**src/hw/rtl/hdp_pkg.sv**
```systemverilog
package hdp_pkg;

    // String layout
    localparam int unsigned DATE_LEN = 29;
    localparam int unsigned POS_W    = $clog2(DATE_LEN + 1);
    localparam logic [13:0] MIN_YEAR = 14'd1583;

    // Character codes
    localparam logic [7:0] CH_0     = 8'h30;
    localparam logic [7:0] CH_9     = 8'h39;
    localparam logic [7:0] CH_TAB   = 8'h09;
    localparam logic [7:0] CH_CR    = 8'h0D;
    localparam logic [7:0] CH_SPACE = 8'h20;
    localparam logic [7:0] CH_PLUS  = 8'h2B;
    localparam logic [7:0] CH_MINUS = 8'h2D;
    localparam logic [23:0] ZONE_GMT = "GMT";

    localparam logic [23:0] WD_NAMES [7] = '{"Sun", "Mon", "Tue", "Wed", "Thu", "Fri", "Sat"};
    localparam logic [23:0] MON_NAMES [12] = '{"Jan", "Feb", "Mar", "Apr", "May", "Jun",
                                               "Jul", "Aug", "Sep", "Oct", "Nov", "Dec"};

    // Reciprocal of 7 scaled by 2^17, exact for sums below 2^14
    localparam logic [14:0] RECIP7   = 15'd18725;
    localparam int unsigned RECIP7_SH = 17;

    typedef enum logic [3:0] {
        ST_OK       = 4'd0,
        ST_SHORT    = 4'd1,
        ST_WDNAME   = 4'd2,
        ST_DAY      = 4'd3,
        ST_MONTH    = 4'd4,
        ST_YEAR     = 4'd5,
        ST_MISMATCH = 4'd6,
        ST_HOUR     = 4'd7,
        ST_MINUTE   = 4'd8,
        ST_SECOND   = 4'd9,
        ST_ZONE     = 4'd10
    } status_t;

    // Lenient two-character number
    typedef struct packed {
        logic       ok;
        logic       neg;
        logic [6:0] mag;
    } num2_t;

    // Decoded fields carried down the parse pipeline
    typedef struct packed {
        logic        short_f;
        logic        wd_hit;
        logic [2:0]  wd_idx;
        logic        day_ok;
        logic [4:0]  day;
        logic        mo_hit;
        logic [3:0]  mo_idx;
        logic        yr_ok;
        logic [13:0] year;
        logic [6:0]  hi2;
        logic [6:0]  lo2;
        logic        leap;
        logic        hour_ok;
        logic [4:0]  hour;
        logic        min_ok;
        logic [5:0]  minute;
        logic        sec_ok;
        logic [5:0]  second;
        logic        zone_ok;
        logic        mlen_ok;
        logic [13:0] dsum;
    } stage_t;

    function automatic logic is_digit(input logic [7:0] c);
        return c inside {[CH_0:CH_9]};
    endfunction

    function automatic num2_t parse2(input logic [7:0] a, input logic [7:0] b);
        num2_t r;
        r.ok  = 1'b0;
        r.neg = 1'b0;
        r.mag = '0;
        if (is_digit(b)) begin
            if (is_digit(a)) begin
                r.ok  = 1'b1;
                r.mag = 7'({3'b000, a[3:0]} * 7'd10) + {3'b000, b[3:0]};
            end else if (a inside {[CH_TAB:CH_CR], CH_SPACE, CH_PLUS}) begin
                r.ok  = 1'b1;
                r.mag = {3'b000, b[3:0]};
            end else if (a == CH_MINUS) begin
                r.ok  = 1'b1;
                r.neg = 1'b1;
                r.mag = {3'b000, b[3:0]};
            end
        end
        return r;
    endfunction

    function automatic logic [4:0] mon_len(input logic [3:0] mo, input logic leap);
        logic [4:0] r;
        case (mo)
            4'd1:                      r = leap ? 5'd29 : 5'd28;
            4'd3, 4'd5, 4'd8, 4'd10:   r = 5'd30;
            default:                   r = 5'd31;
        endcase
        return r;
    endfunction

    function automatic logic [2:0] dow_off(input logic [3:0] mo);
        logic [2:0] r;
        case (mo)
            4'd1, 4'd5:   r = 3'd3;
            4'd2, 4'd10:  r = 3'd2;
            4'd3:         r = 3'd5;
            4'd6:         r = 3'd5;
            4'd7:         r = 3'd1;
            4'd8, 4'd11:  r = 3'd4;
            4'd9:         r = 3'd6;
            default:      r = 3'd0;
        endcase
        return r;
    endfunction

endpackage

```
**src/hw/rtl/http_date_parser.sv**
```systemverilog
// HTTP date parser: takes an IMF-fixdate string such as "Sun, 06 Nov 1994 08:49:37 GMT".
// Input channel (s_): one character per beat on s_data_byte; s_last_byte marks the
// final character of a string. Bytes beyond the 29th are accepted but dropped.
// Result channel (m_): one beat per string, carrying status, year, month, day, hour,
// minute, second and weekday; every field but status is zero on an error.
// Throughput: one character per cycle, back to back, across string boundaries,
// while no stall holds the input. The edge that takes the final character fills the
// snapshot; field decode, day-of-week sum, then mod 7 and the ordered checks each
// go into a register of their own, the last being the result register.
// The string is held in a 29-byte register line; on the final character it is copied
// to a snapshot so the next string can start in the very next cycle.
// Stall: when a result is held and m_ready is low, the whole pipeline and s_ready
// stop together; nothing is lost, and s_ready returns as soon as the beat is taken.
// Reset (aresetn low, synchronous) empties the pipeline and rearms at the first
// character; the character store itself is not cleared.
module http_date_parser
    import hdp_pkg::*;
(
    input  logic        aclk,
    input  logic        aresetn,
    input  logic        s_valid,
    output logic        s_ready,
    input  logic [7:0]  s_data_byte,
    input  logic        s_last_byte,
    output logic        m_valid,
    input  logic        m_ready,
    output logic [3:0]  m_status,
    output logic [13:0] m_year_out,
    output logic [3:0]  m_month_out,
    output logic [4:0]  m_day_out,
    output logic [4:0]  m_hour_out,
    output logic [5:0]  m_minute_out,
    output logic [5:0]  m_second_out,
    output logic [2:0]  m_weekday_out
);

    logic             en;
    logic             s_beat;
    logic [POS_W-1:0] pos_reg, pos_next;
    logic [7:0]       buf_reg  [DATE_LEN];
    logic [7:0]       snap_reg [DATE_LEN];
    logic             snap_short_reg;
    logic             snap_vld_reg;
    stage_t           a_reg, a_next;
    logic             a_vld_reg;
    stage_t           b_reg, b_next;
    logic             b_vld_reg;
    logic             m_valid_reg;
    status_t          m_status_reg, m_status_next;
    logic [13:0]      m_year_reg, m_year_next;
    logic [3:0]       m_month_reg, m_month_next;
    logic [4:0]       m_day_reg, m_day_next;
    logic [4:0]       m_hour_reg, m_hour_next;
    logic [5:0]       m_minute_reg, m_minute_next;
    logic [5:0]       m_second_reg, m_second_next;
    logic [2:0]       m_weekday_reg, m_weekday_next;

    // Advance everything unless a result is held back
    assign en      = !m_valid_reg || m_ready;
    assign s_ready = en;
    assign s_beat  = s_valid && en;

    // Count stored characters, saturate at the string length, rearm on the final one
    always_comb begin
        pos_next = pos_reg;
        if (s_beat) begin
            if (s_last_byte) begin
                pos_next = '0;
            end else if (pos_reg < POS_W'(DATE_LEN)) begin
                pos_next = pos_reg + 1'b1;
            end
        end
    end

    // Control registers
    always_ff @(posedge aclk) begin
        if (!aresetn) begin
            pos_reg      <= '0;
            snap_vld_reg <= 1'b0;
            a_vld_reg    <= 1'b0;
            b_vld_reg    <= 1'b0;
            m_valid_reg  <= 1'b0;
        end else begin
            pos_reg <= pos_next;
            if (en) begin
                snap_vld_reg <= s_beat && s_last_byte;
                a_vld_reg    <= snap_vld_reg;
                b_vld_reg    <= a_vld_reg;
                m_valid_reg  <= b_vld_reg;
            end
        end
    end

    // Store characters at fixed places; take a snapshot with the final one merged in
    always_ff @(posedge aclk) begin
        for (int i = 0; i < DATE_LEN; i++) begin
            if (s_beat && pos_reg == POS_W'(i)) begin
                buf_reg[i] <= s_data_byte;
            end
            if (s_beat && s_last_byte) begin
                snap_reg[i] <= (pos_reg == POS_W'(i)) ? s_data_byte : buf_reg[i];
            end
        end
        if (s_beat && s_last_byte) begin
            snap_short_reg <= pos_reg < POS_W'(DATE_LEN - 1);
        end
    end

    // Decode every field of the snapshot
    always_comb begin
        num2_t      day_n, hour_n, min_n, sec_n;
        logic [6:0] hi2, lo2;
        a_next         = '0;
        a_next.short_f = snap_short_reg;
        for (int i = 0; i < 7; i++) begin
            if ({snap_reg[0], snap_reg[1], snap_reg[2]} == WD_NAMES[i]) begin
                a_next.wd_hit = 1'b1;
                a_next.wd_idx = 3'(i);
            end
        end
        for (int i = 0; i < 12; i++) begin
            if ({snap_reg[8], snap_reg[9], snap_reg[10]} == MON_NAMES[i]) begin
                a_next.mo_hit = 1'b1;
                a_next.mo_idx = 4'(i);
            end
        end
        day_n         = parse2(snap_reg[5], snap_reg[6]);
        a_next.day_ok = day_n.ok && !day_n.neg && day_n.mag >= 7'd1 && day_n.mag <= 7'd31;
        a_next.day    = day_n.mag[4:0];

        hi2           = 7'({3'b000, snap_reg[12][3:0]} * 7'd10) + {3'b000, snap_reg[13][3:0]};
        lo2           = 7'({3'b000, snap_reg[14][3:0]} * 7'd10) + {3'b000, snap_reg[15][3:0]};
        a_next.hi2    = hi2;
        a_next.lo2    = lo2;
        a_next.year   = 14'({7'b0, hi2} * 14'd100) + {7'b0, lo2};
        a_next.yr_ok  = is_digit(snap_reg[12]) && is_digit(snap_reg[13])
                        && is_digit(snap_reg[14]) && is_digit(snap_reg[15])
                        && a_next.year >= MIN_YEAR;
        // Leap: century years go by the hundreds, others by the last two digits
        a_next.leap   = (lo2 != 7'd0) ? (lo2[1:0] == 2'b00) : (hi2[1:0] == 2'b00);

        hour_n         = parse2(snap_reg[17], snap_reg[18]);
        a_next.hour_ok = hour_n.ok && (!hour_n.neg || hour_n.mag == 7'd0)
                         && hour_n.mag <= 7'd23;
        a_next.hour    = hour_n.mag[4:0];
        min_n          = parse2(snap_reg[20], snap_reg[21]);
        a_next.min_ok  = min_n.ok && (!min_n.neg || min_n.mag == 7'd0) && min_n.mag <= 7'd59;
        a_next.minute  = min_n.mag[5:0];
        sec_n          = parse2(snap_reg[23], snap_reg[24]);
        a_next.sec_ok  = sec_n.ok && (!sec_n.neg || sec_n.mag == 7'd0) && sec_n.mag <= 7'd59;
        a_next.second  = sec_n.mag[5:0];
        a_next.zone_ok = {snap_reg[26], snap_reg[27], snap_reg[28]} == ZONE_GMT;
    end

    // Month length check and day-of-week sum
    always_comb begin
        logic        early;
        logic [13:0] yy;
        logic [6:0]  q100;
        b_next         = a_reg;
        b_next.mlen_ok = a_reg.day <= mon_len(a_reg.mo_idx, a_reg.leap);
        // January and February count in the previous year
        early          = a_reg.mo_idx < 4'd2;
        yy             = a_reg.year - {13'b0, early};
        q100           = a_reg.hi2 - {6'b0, early && a_reg.lo2 == 7'd0};
        b_next.dsum    = yy + {2'b00, yy[13:2]} - {7'b0, q100} + {9'b0, q100[6:2]}
                         + {11'b0, dow_off(a_reg.mo_idx)} + {9'b0, a_reg.day};
    end

    // Weekday by mod 7, then the checks in order
    always_comb begin
        logic [28:0] prod;
        logic [11:0] quot;
        logic [2:0]  dow;
        prod = {15'b0, b_reg.dsum} * {14'b0, RECIP7};
        quot = prod[RECIP7_SH +: 12];
        dow  = 3'(b_reg.dsum - {quot[10:0], 3'b000} + {2'b00, quot});

        if (b_reg.short_f) begin
            m_status_next = ST_SHORT;
        end else if (!b_reg.wd_hit) begin
            m_status_next = ST_WDNAME;
        end else if (!b_reg.day_ok) begin
            m_status_next = ST_DAY;
        end else if (!b_reg.mo_hit) begin
            m_status_next = ST_MONTH;
        end else if (!b_reg.yr_ok) begin
            m_status_next = ST_YEAR;
        end else if (!b_reg.mlen_ok) begin
            m_status_next = ST_DAY;
        end else if (dow != b_reg.wd_idx) begin
            m_status_next = ST_MISMATCH;
        end else if (!b_reg.hour_ok) begin
            m_status_next = ST_HOUR;
        end else if (!b_reg.min_ok) begin
            m_status_next = ST_MINUTE;
        end else if (!b_reg.sec_ok) begin
            m_status_next = ST_SECOND;
        end else if (!b_reg.zone_ok) begin
            m_status_next = ST_ZONE;
        end else begin
            m_status_next = ST_OK;
        end

        // Drop all fields on an error
        m_year_next    = '0;
        m_month_next   = '0;
        m_day_next     = '0;
        m_hour_next    = '0;
        m_minute_next  = '0;
        m_second_next  = '0;
        m_weekday_next = '0;
        if (m_status_next == ST_OK) begin
            m_year_next    = b_reg.year;
            m_month_next   = b_reg.mo_idx + 4'd1;
            m_day_next     = b_reg.day;
            m_hour_next    = b_reg.hour;
            m_minute_next  = b_reg.minute;
            m_second_next  = b_reg.second;
            m_weekday_next = dow;
        end
    end

    // Pipeline payload registers
    always_ff @(posedge aclk) begin
        if (en) begin
            a_reg          <= a_next;
            b_reg          <= b_next;
            m_status_reg   <= m_status_next;
            m_year_reg     <= m_year_next;
            m_month_reg    <= m_month_next;
            m_day_reg      <= m_day_next;
            m_hour_reg     <= m_hour_next;
            m_minute_reg   <= m_minute_next;
            m_second_reg   <= m_second_next;
            m_weekday_reg  <= m_weekday_next;
        end
    end

    assign m_valid       = m_valid_reg;
    assign m_status      = m_status_reg;
    assign m_year_out    = m_year_reg;
    assign m_month_out   = m_month_reg;
    assign m_day_out     = m_day_reg;
    assign m_hour_out    = m_hour_reg;
    assign m_minute_out  = m_minute_reg;
    assign m_second_out  = m_second_reg;
    assign m_weekday_out = m_weekday_reg;

    // A good date carries fields in range
    a_ok_ranges: assert property (@(posedge aclk) disable iff (!aresetn)
        (m_valid_reg && m_status_reg == ST_OK) |->
            (m_year_out >= MIN_YEAR && m_month_out >= 4'd1 && m_month_out <= 4'd12
             && m_day_out >= 5'd1 && m_day_out <= 5'd31 && m_hour_out <= 5'd23
             && m_minute_out <= 6'd59 && m_second_out <= 6'd59 && m_weekday_out <= 3'd6))
        else $error("good date with a field out of range");

    // An error carries only zero fields
    a_err_zero: assert property (@(posedge aclk) disable iff (!aresetn)
        (m_valid_reg && m_status_reg != ST_OK) |->
            (m_year_out == '0 && m_month_out == '0 && m_day_out == '0 && m_hour_out == '0
             && m_minute_out == '0 && m_second_out == '0 && m_weekday_out == '0))
        else $error("error result with non-zero fields");

    // The final character rearms the position
    a_rearm: assert property (@(posedge aclk) disable iff (!aresetn)
        (s_beat && s_last_byte) |=> (pos_reg == '0))
        else $error("position not rearmed after final character");

    // Position never passes the string length
    a_pos_sat: assert property (@(posedge aclk) disable iff (!aresetn)
        pos_reg <= POS_W'(DATE_LEN))
        else $error("character position past string length");

    // A result only comes out of the last parse stage
    a_out_src: assert property (@(posedge aclk) disable iff (!aresetn)
        $rose(m_valid_reg) |-> $past(b_vld_reg))
        else $error("result without a parsed string behind it");

endmodule

```
**config.mk**
```make
export PLATFORM = sky130hd
export DESIGN_NAME = http_date_parser
export DESIGN_NICKNAME = d
export VERILOG_FILES = /design/src/hw/rtl/hdp_pkg.sv /design/src/hw/rtl/http_date_parser.sv
export SDC_FILE = /design/constraint.sdc
export NUM_CORES = 1
export LEC_CHECK = 0
export BUFFER_PORTS_ARGS = -buffer_cell sky130_fd_sc_hd__buf_4
export CAP_MARGIN = 40
export CORE_AREA = 2 2 243 245
export DETAILED_ROUTE_END_ITERATION = 7
export DIE_AREA = 0 0 245 247
export HOLD_SLACK_MARGIN = 0.03
export PLACE_DENSITY = 0.7
export SYNTH_ARGS = -nofsm -noshare
export SYNTH_HDL_FRONTEND = slang
export SYNTH_SLANG_ARGS = --single-unit
```
**constraint.sdc**
```tcl
create_clock -name aclk -period 11 [get_ports aclk]
set_input_delay 0.55 -clock aclk [delete_from_list [all_inputs] [get_ports aclk]]
set_output_delay 0.55 -clock aclk [all_outputs]
set_load 0.005 [all_outputs]
```
## Word-level counts from Yosys, hierarchy flattened

Memory sizes are Yosys's and may differ from the RTL's.
Index checks and enable logic that the tools add are counted.

- Equality and inequality tests: 66
- $lt $le $gt $ge: 42
- Muxes and demuxes: 238
- Reduce and logical (&&, ||, !) cells: 119
- Multiply operators: 8
- Add/sub/neg operators: 18

Operators by type and width:

| kind | number |
|---|---|
| $eq 24x23->1 const B | 20 |
| $mux 8 | 57 |
| $reduce_or 8->1 | 28 |
| $mux 5 | 31 |
| $mux 1 | 107 |
| $eq 8x6->1 const B | 12 |
| $ge 8x6->1 const B | 12 |
| $le 8x6->1 const B | 12 |
| $mux 4 | 19 |
| $mux 9 | 8 |
| $eq 5x5->1 const B | 13 |
| $logic_and 1x1->1 | 61 |
| $mux 7 | 8 |
| $add 7x4->7 | 6 |
| $eq 5x4->1 const B | 8 |
| $mul 4x3->6 const B | 6 |
| $ge 8x4->1 const B | 4 |
| $le 8x4->1 const B | 4 |
| $add 14x5->14 | 2 |
| $logic_not 7->1 | 4 |
| $eq 5x3->1 const B | 4 |
| $mul 14x15->20 const B | 1 |
| $add 14x12->14 | 1 |
| $add 14x3->14 | 1 |
| other kinds (40) | 62 |

- Input bits: 13
- Output and inout port bits: 49
- Logic and storage cells: 548
- Register bits: 191
- RAM bits: 464
- Memories: 3
- Memory bits (read-only): 48

Memories:

| name | words | bits a word | read ports | clocked after Yosys merged registers in | write ports | RTL line | RTL |
|---|---|---|---|---|---|---|---|
| buf_reg | 29 | 8 | 29 | 0 | 1 | http_date_parser.sv:40 | `logic [7:0] buf_reg [DATE_LEN];` |
| snap_reg | 29 | 8 | 21 | 0 | 29 | http_date_parser.sv:41 | `logic [7:0] snap_reg [DATE_LEN];` |
| (name not given) | 16 | 3 | 1 | 0 | 0 | hdp_pkg.sv:109 | `case (mo)` |

## Depth between registers and ports, before layout

Gate-level depths: netlist (run 1).

- Depth after elaboration: 35
- Gate-level depth with buffers: 27

## Worst setup path before layout (run 1)

OpenSTA, ideal clock, no wires.

- Path type: input to register
- Start point: input m_ready
- End point: memory snap_reg[0][0], enable pin
- Path buffers: 0
- Path slack: 2.415 ns
- Data arrival time: 8.063 ns
- Stages on the path: 5
- Library setup time: 0.522 ns
- Cell sequence: nor2b_1 -> inv_1 -> and2_1 -> nand2_1 -> inv_1

RTL lines:

| element | RTL line | RTL |
|---|---|---|
| start, declared | http_date_parser.sv:26 | `input logic m_ready,` |
| end, declared | http_date_parser.sv:41 |  |

## Final worst setup path (run 1)

- Start point: register b_reg[11] (netlist bit)
- End point: register m_weekday_reg[2], in the netlist m_weekday_out[2], data pin

- Longest elaborated chain between the ends: 11

Ends and longest elaborated chain:

| element | RTL line | RTL |
|---|---|---|
| start, declared | http_date_parser.sv:46 | `stage_t b_reg, b_next;` |
| start signal, assigned | http_date_parser.sv:228 | `b_reg <= b_next;` |
| $mul 14x15->20 (*) | http_date_parser.sv:175 | `prod = {15'b0, b_reg.dsum} * {14'b0, RECIP7};` |
| $add 3x3->3 (*) | http_date_parser.sv:177 | `dow = 3'(b_reg.dsum - {quot[10:0], 3'b000} + {2'b00, quot});` |
| $ne 3x3->1 | http_date_parser.sv:191 | `end else if (dow != b_reg.wd_idx) begin` |
| $mux 4 | http_date_parser.sv:191 |  |
| $mux 4 | http_date_parser.sv:189 | `end else if (!b_reg.mlen_ok) begin` |
| $mux 4 | http_date_parser.sv:187 | `end else if (!b_reg.yr_ok) begin` |
| $mux 4 | http_date_parser.sv:185 | `end else if (!b_reg.mo_hit) begin` |
| $mux 4 | http_date_parser.sv:183 | `end else if (!b_reg.day_ok) begin` |
| $mux 4 | http_date_parser.sv:181 | `end else if (!b_reg.wd_hit) begin` |
| $mux 4 | http_date_parser.sv:179 | `if (b_reg.short_f) begin` |
| $logic_not 4->1 | http_date_parser.sv:213 | `if (m_status_next == ST_OK) begin` |
| end signal, assigned | http_date_parser.sv:236 | `m_weekday_reg <= m_weekday_next;` |
| end, declared | http_date_parser.sv:56 | `logic [2:0] m_weekday_reg, m_weekday_next;` |

Every way passes the cells marked *; elsewhere a longest branch is shown, timed or not.
A chain may end at the register's enable or synchronous reset.

==> results of run 1 <==
==> layout make-up <==
class	count	area share
sequential	525	0.5386
multi-input combinational	1096	0.3279
clock buffer	72	0.05051
tap	773	0.03323
timing repair buffer	78	0.02025
inverter	128	0.01694
clock inverter	27	0.01264
==> synthesized netlist by cell type (12+ instances only) <==
| master | n |
|---|---|
| edfxtp_1 | 516 |
| clkbuf_1 | 27 |
| nor3b_1 | 13 |
| nand4_1 | 19 |
| xor2_1 | 33 |
| inv_1 | 127 |
| xnor2_1 | 48 |
| ha_1 | 179 |
| mux2_2 | 169 |
| nand2_1 | 78 |
| nor2b_1 | 19 |
| nand3_1 | 34 |
| a21o_1 | 18 |
| nand2b_1 | 14 |
| nor3_1 | 43 |
| fa_1 | 64 |
| nor2_1 | 93 |
| nor4_1 | 23 |
| or3_1 | 12 |
| and2_1 | 47 |
| a21oi_1 | 45 |
| o21ai_0 | 40 |
==> per-layer routing <==
layer  global-route usage  vias to the layer above  routed length [um]
met1               0.2044                     6963               20490
met4              0.05165                        2                1245
li1                     -                     6807                   -
met3              0.02637                       84                1928
met5                    0                        -                  16
met2               0.2745                      286               23170
==> metrics by stage <==
step | setup slack (ns) | instance area, um^2 | hold WS (ns)
2_1_floorplan | 2.415 | 25820 | 0.4003
3_3_place_gp | 3.730 | 27180 | 0.4001
3_5_place_dp | 3.501 | 27270 | 0.4045
4_1_cts | 3.452 | 29110 | 0.1854
5_1_grt | 2.941 | 29110 | 0.2018
6_report | 3.448 | 29110 | 0.2229
==> cells by family (layout without fill, tap and decap cells) <==
group | Yosys count | after routing | share of synthesized area
flops | 525 | 525 | 0.6071
simple gates | 441 | 441 | 0.09033
fa+ha+maj | 243 | 243 | 0.1364
mux | 173 | 173 | 0.07526
buf+inv | 159 | 305 | 0.02331
compound gates | 157 | 157 | 0.03930
xor+xnor | 82 | 82 | 0.02835
==> worst paths after layout <==
kind,end,slack (ns),cells past startpoint
setup reg to reg,m_weekday_out[2]$_SDFFCE_PP0N_,3.45,24
hold / removal,m_valid$_SDFFE_PN0N_,0.22,2
setup / recovery,m_weekday_out[2]$_SDFFCE_PP0N_,3.45,24
hold reg to reg,b_reg[32]$_DFFE_PN_,0.42,0
==> run metrics, run 1 <==
proportion of layout cells with a drive suffix above 1 0.1781; Relative slew margins 0.4093; Post-CTS Setup Bufs 0; CTS H-tree lvls 2; Site Rows 89; most used cell, CP fa_1; area grow syn2layout 12.73%; Pins Over Slew Limit 0; CP Cell Sequence ha_1 -> fa_1 -> fa_1 -> fa_1 -> fa_1 -> fa_1 -> ha_1 -> nor3_1 -> o21ai_0 -> a31oi_1 -> nor2_1 -> xor2_1 -> ha_1 -> fa_1 -> xnor2_1 -> xnor2_1 -> xnor2_1 -> nor3_1 -> o21a_1 -> o31ai_1 -> nand4b_1 -> a2111oi_4 -> buf_4 -> nor4b_1; Worst Max-Slew Pin Slew 0.8861 ns; fin util 0.4998; FF+latch count, synth 525; largest net degree at the start of global routing 114; vias per cell around 5.2; Worst Path Class, Setup reg2reg; Crit-path slowest cell fa_1; Fillers 4837; first-pass GRT wire length 76760 um; Non-Filler Instances 2699; Fmax 132.4 MHz; worst path bufs/invs 1; first drt pass iteration count 5; post-DR wirelength/cell 17.36 um; worst-path maximum fanout 43; DPL Wire Length 30950 um; Register Area 15680 um^2; Post-synth EDFFs 516; Worst Skew between 0.02 and 0.03 ns; Clk pin slew, worst setup/hold paths 0.06 ns; vias in the first global route 14.56k; GRT Overall Usage 0.1590; clock buffer depth 3; crit path DAT just under 8 ns; Clock Sinks 525; hold_buf cts 0; Initial Util 0.4433; multi-input gate area in the final layout 9543 um^2; Initial DRC Count about 830; GPL Wtd Cong 0.8593; RSZ-0062 raised after global routing no; Worst R2R Start b_reg[11]$_DFFE_PN_; library cells used by synthesis 64; min-delay src aresetn; Synth area leaders edfxtp_1 (60%), ha_1 (8.7%), mux2_2 (7.4%), fa_1 (5.0%), inv_1 (1.8%); Synth top area share 0.6001; min Tclk post-route 7.552 ns; Post-Syn Instances about 1.8k; WL final 46840 um; leading cell types in the layout, fill and taps excluded edfxtp_1 (516), ha_1 (179), mux2_2 (169), inv_1 (125), nor2_1 (93); initial antenna violation count 1; area leader, netlist edfxtp_1; Critical Path RT 11.40 ns; Ys Warns 0; CP max stage delay 0.54 ns; Die ar. 60520 um^2; Final nets 2139; CP Launch Type flip-flop; Hold Vio Cnt, Final 0; PortBufs just over 60; top cell family by delay on the critical path adder cells; outcome completed; # diodes 0; CORE AREA 58240 um^2; hold crit path type in2reg; post-route setup TNS 0 ns; Clock Tree Root clkbuf_16; CTS tree built; commonest non-fill, non-tap cell in the layout edfxtp_1; Setup crit end kind flip-flop; cell total after placement about 2.6k; remaining antenna violation count 0; post-cts resize count 0; crit path from b_reg[11]$_DFFE_PN_; prevailing post-synth register cell edfxtp_1; Setup-failing EPs final 0; DIE WIDTH 245 um; post-synthesis sequential area ratio 0.6071; via count 14.14k; DRC violations left 0; final cycle utilization of the critical path 0.6866; clock latency on the worst-skew pair approximately 0.61 ns; synthesized cell area 25820 um^2; Mapped Nets 2036; Die Height 247 um; GRT overflow 0; max_cap viols 0; Ports 62; synthesized area per cell 14.51 um^2; CTS buffer count 54; proportion of synthesized flip-flops having asynchronous set or reset 0
Power of run 1 is not shown: default switching activity piles up to over one toggle a cycle in this logic, so the estimate is an artifact.
==> run 2: changes to the inputs <==
--- a/config.mk
+++ b/config.mk
@@ -5,11 +5,12 @@
 export SDC_FILE = /design/constraint.sdc
 export NUM_CORES = 1
 export LEC_CHECK = 0
+export ABC_AREA = 1
 export BUFFER_PORTS_ARGS = -buffer_cell sky130_fd_sc_hd__buf_4
 export CAP_MARGIN = 40
-export CORE_AREA = 2 2 243 245
+export CORE_AREA = 2 2 245 247
 export DETAILED_ROUTE_END_ITERATION = 7
-export DIE_AREA = 0 0 245 247
+export DIE_AREA = 0 0 247 249
 export HOLD_SLACK_MARGIN = 0.03
 export PLACE_DENSITY = 0.7
 export SYNTH_ARGS = -nofsm -noshare
==> constraint.sdc (replaced) <==
create_clock -name aclk -period 7.33 [get_ports aclk]
set_input_delay 0.3665 -clock aclk [delete_from_list [all_inputs] [get_ports aclk]]
set_output_delay 0.3665 -clock aclk [all_outputs]
set_load 0.005 [all_outputs]
==> run metrics, run 2 <==
outcome completed (unchanged); Final nets 2609 (was 2139); CTS buffer count 51 (was 54); CP Launch Type flip-flop (unchanged); Worst Path Class, Setup reg2reg (unchanged); FF+latch count, synth 525 (unchanged); Mapped Nets 2520 (was 2036); post-synthesis simple-gate area fraction 0.1278 (was 0.09033); Die Height 249 um (was 247 um); main combinational cell family by area after synthesis adder cells (unchanged); via count 16.10k (was 14.14k); Ports 62 (unchanged); initial antenna violation count 1 (unchanged); vias in the first global route 16.20k (was 14.56k); PwrDens 480.9 nW/um^2; Initial Util 0.4459 (was 0.4433); post-route cell area 29410 um^2 (was 29110 um^2); PortBufs 61 (unchanged); Max VDD drop between 1 and 1.5 mV; max_cap viols 0 (unchanged); post-DR wirelength/cell 15.98 um (was 17.36 um); first-pass GRT wire length 81910 um (was 76760 um); synthesized area per cell 11.56 um^2 (was 14.51 um^2); Clock Sinks 525 (unchanged); post-synthesis mux area share 0 (was 0.07526); worst-path maximum fanout 20 (was 43); area grow syn2layout 12.41% (was 12.73%); most common cell in the netlist edfxtp_1 (unchanged); clock latency on the worst-skew pair 0.62 ns (was 0.61 ns); Die ar. 61500 um^2 (was 60520 um^2); Setup crit end kind flip-flop (unchanged); remaining antenna violation count 0 (unchanged); Synth top area share 0.5922 (was 0.6001); Critical Path RT 7.79 ns (was 11.40 ns); most used cell, CP nand2_1 (was fa_1); Clock Tree Root clkbuf_16 (unchanged); commonest non-fill, non-tap cell in the layout edfxtp_1 (unchanged); final cycle utilization of the critical path 0.9275 (was 0.6866); leading cell types in the layout, fill and taps excluded edfxtp_1 (516), nand2_1 (375), inv_1 (325), o21ai_0 (201), ha_1 (179) (was edfxtp_1 (516), ha_1 (179), mux2_2 (169), inv_1 (125), nor2_1 (93)); Post-Syn Instances 2264 (was 1780); Fillers 4966 (was 4837); Relative slew margins 0.3424 (was 0.4093); Worst Max-Slew Pin Slew 0.9864 ns (was 0.8861 ns); DRC violations left 0 (unchanged); Placed Area 27740 um^2 (was 27270 um^2); Synth area leaders edfxtp_1 (59%), ha_1 (8.6%), nand2_1 (5.4%), fa_1 (4.9%), inv_1 (4.7%) (was edfxtp_1 (60%), ha_1 (8.7%), mux2_2 (7.4%), fa_1 (5.0%), inv_1 (1.8%)); leak pwr 12.32 nW; clock buffer depth 3 (unchanged); prevailing post-synth register cell edfxtp_1 (unchanged); area leader, netlist edfxtp_1 (unchanged); hold crit path type in2reg (unchanged); # diodes 0 (unchanged); min Tclk post-route 6.799 ns (was 7.552 ns); proportion of synthesized flip-flops having asynchronous set or reset 0 (unchanged); Commonest cells post-synth edfxtp_1 (516), nand2_1 (375), inv_1 (326) (was edfxtp_1 (516), ha_1 (179), mux2_2 (169)); DIE WIDTH 247 um (was 245 um); Fmax 147.1 MHz (was 132.4 MHz); Hold Vio Cnt, Final 0 (unchanged); hold_ws 0.08470 ns (was 0.2229 ns); first drt pass iteration count 5 (unchanged); DPL Wire Length 35560 um (was 30950 um); GRT overflow 0 (unchanged); CORE AREA 58690 um^2 (was 58240 um^2); power after layout 14.14 mW; Site Rows 89 (unchanged); RSZ-0062 raised after global routing no (unchanged); largest net degree at the start of global routing 159 (was 114); Clk pin slew, worst setup/hold paths 0.06 ns (about the same); WL final 50560 um (was 46840 um); library cells used by synthesis 47 (was 64); Post-synth EDFFs 516 (unchanged); crit path DAT 7.26 ns (was 7.95 ns); GPL Wtd Cong 0.8829 (was 0.8593); Crit-path slowest cell fa_1 (unchanged); Setup-failing EPs final 0 (unchanged); Post-Synth XOR/XNOR Area 0.02343 (was 0.02835); fin util 0.5012 (was 0.4998); Worst Skew 0.02604 ns (was 0.02809 ns); post-synthesis sequential area ratio 0.5991 (was 0.6071); CTS H-tree lvls 2 (unchanged); CP max stage delay 0.55 ns (was 0.54 ns); proportion of layout cells with a drive suffix above 1 0.08783 (was 0.1781); Pins Over Slew Limit 0 (unchanged); Initial DRC Count 1183 (was 834); vias per cell 5.087 (was 5.240); GRT Overall Usage 0.1672 (was 0.1590); post-route setup TNS 0 ns (unchanged); Post-CTS Setup Bufs 0 (unchanged); CTS tree built (unchanged); Ys Warns 0 (unchanged); Synth Area in Compound Gates 0.06064 (was 0.03930); synthesized cell area 26170 um^2 (was 25820 um^2); Adder-Cell Fraction of Synth Area 0.1346 (was 0.1364)
==> run 2: cell count changes after synthesis, sizes merged, moves of 19 or more <==
cell | before | now
o21ai | 40 | 201
inv | 128 | 328
nand3 | 34 | 64
and2 | 47 | 4
nand2 | 78 | 376
mux2 | 169 | 0
nand4 | 19 | 40
nor2 | 93 | 194
nor2b | 19 | 0
xor2 | 33 | 53
xnor2 | 48 | 17
==> run 2: critical path: cells and delay by family, from the launching register on <==
kind                     cells  cell delay (ns)
buffers and inverters        2             0.27
adder cells (fa/ha/maj)      8             3.45
AND/OR/NAND/NOR             19             1.88
flip-flops                   1             0.44
XOR/XNOR                     1             0.10
AO/OA/AOI/OAI                3             0.51
==> run 2: path summary, 6_finish.rpt <==
| path | startpoint | to | slack, ns | cells past startpoint |
|---|---|---|---|---|
| max | b_reg[11]$_DFFE_PN_ | m_month_out[0]$_SDFFCE_PP0N_ | 0.53 | 33 |
| min | m_ready | snap_vld_reg$_SDFFE_PN0N_ | 0.08 | 4 |
| max reg2reg | b_reg[11]$_DFFE_PN_ | m_month_out[0]$_SDFFCE_PP0N_ | 0.53 | 33 |
| min reg2reg | a_reg[22]$_DFFE_PN_ | b_reg[22]$_DFFE_PN_ | 0.42 | 0 |
==> run 2: layout make-up <==
cell class	count	area (um^2)	area share
clock inverter	33	347.8	0.01183
timing repair buffer	80	805.8	0.02739
multi-input combinational	1367	9080	0.3087
sequential	525	15680	0.5329
clock buffer	58	1303	0.04428
inverter	328	1235	0.04199
tap	773	967.2	0.03288
==> run 2: repair_timing <==
| item | in CTS | in global routing |
|---|---|---|
| resized for setup | 0 | 1 |
| endpoints found under the hold margin | 3 | 0 |
| setup endpoints to repair | 0 | 8 |
| hold buffers | 1 | 0 |
==> run 2: cells by family (layout without fill, tap and decap cells) <==
logic type      Yosys count  count (layout)
buf+inv                 372             499
compound gates          292             292
simple gates            762             762
xor+xnor                 70              70
fa+ha+maj               243             243
flops                   525             525
==> run 2: power by group <==
part | total, mW | internal, mW | switching [mW]
clock network | 2.56 | 1.43 | 1.13
registers | 3.76 | 3.61 | 0.152
logic | 7.82 | 3.22 | 4.61
total | 14.1 | 8.25 | 5.89
==> run 2: routing by layer <==
layer | up-vias | part of all wire | global-route usage | wire length [um]
li1 | 7953 | - | - | -
met1 | 7609 | 0.43 | 0.2197 | 21810
met2 | 423 | 0.48 | 0.2791 | 24230
met3 | 109 | 0.058 | 0.02790 | 2910
met4 | 2 | 0.032 | 0.06007 | 1602
met5 | - | 0.00026 | 0 | 13
==> run 2: stage by stage <==
step,instances,worst slack (ns)
3_5_place_dp,3072,0.4830
2_1_floorplan,2264,1.237
5_1_grt,3164,0.02108
4_1_cts,3164,0.4564
3_3_place_gp,3060,0.6088
6_report,3164,0.5313
(Power assumes the default switching activity.)
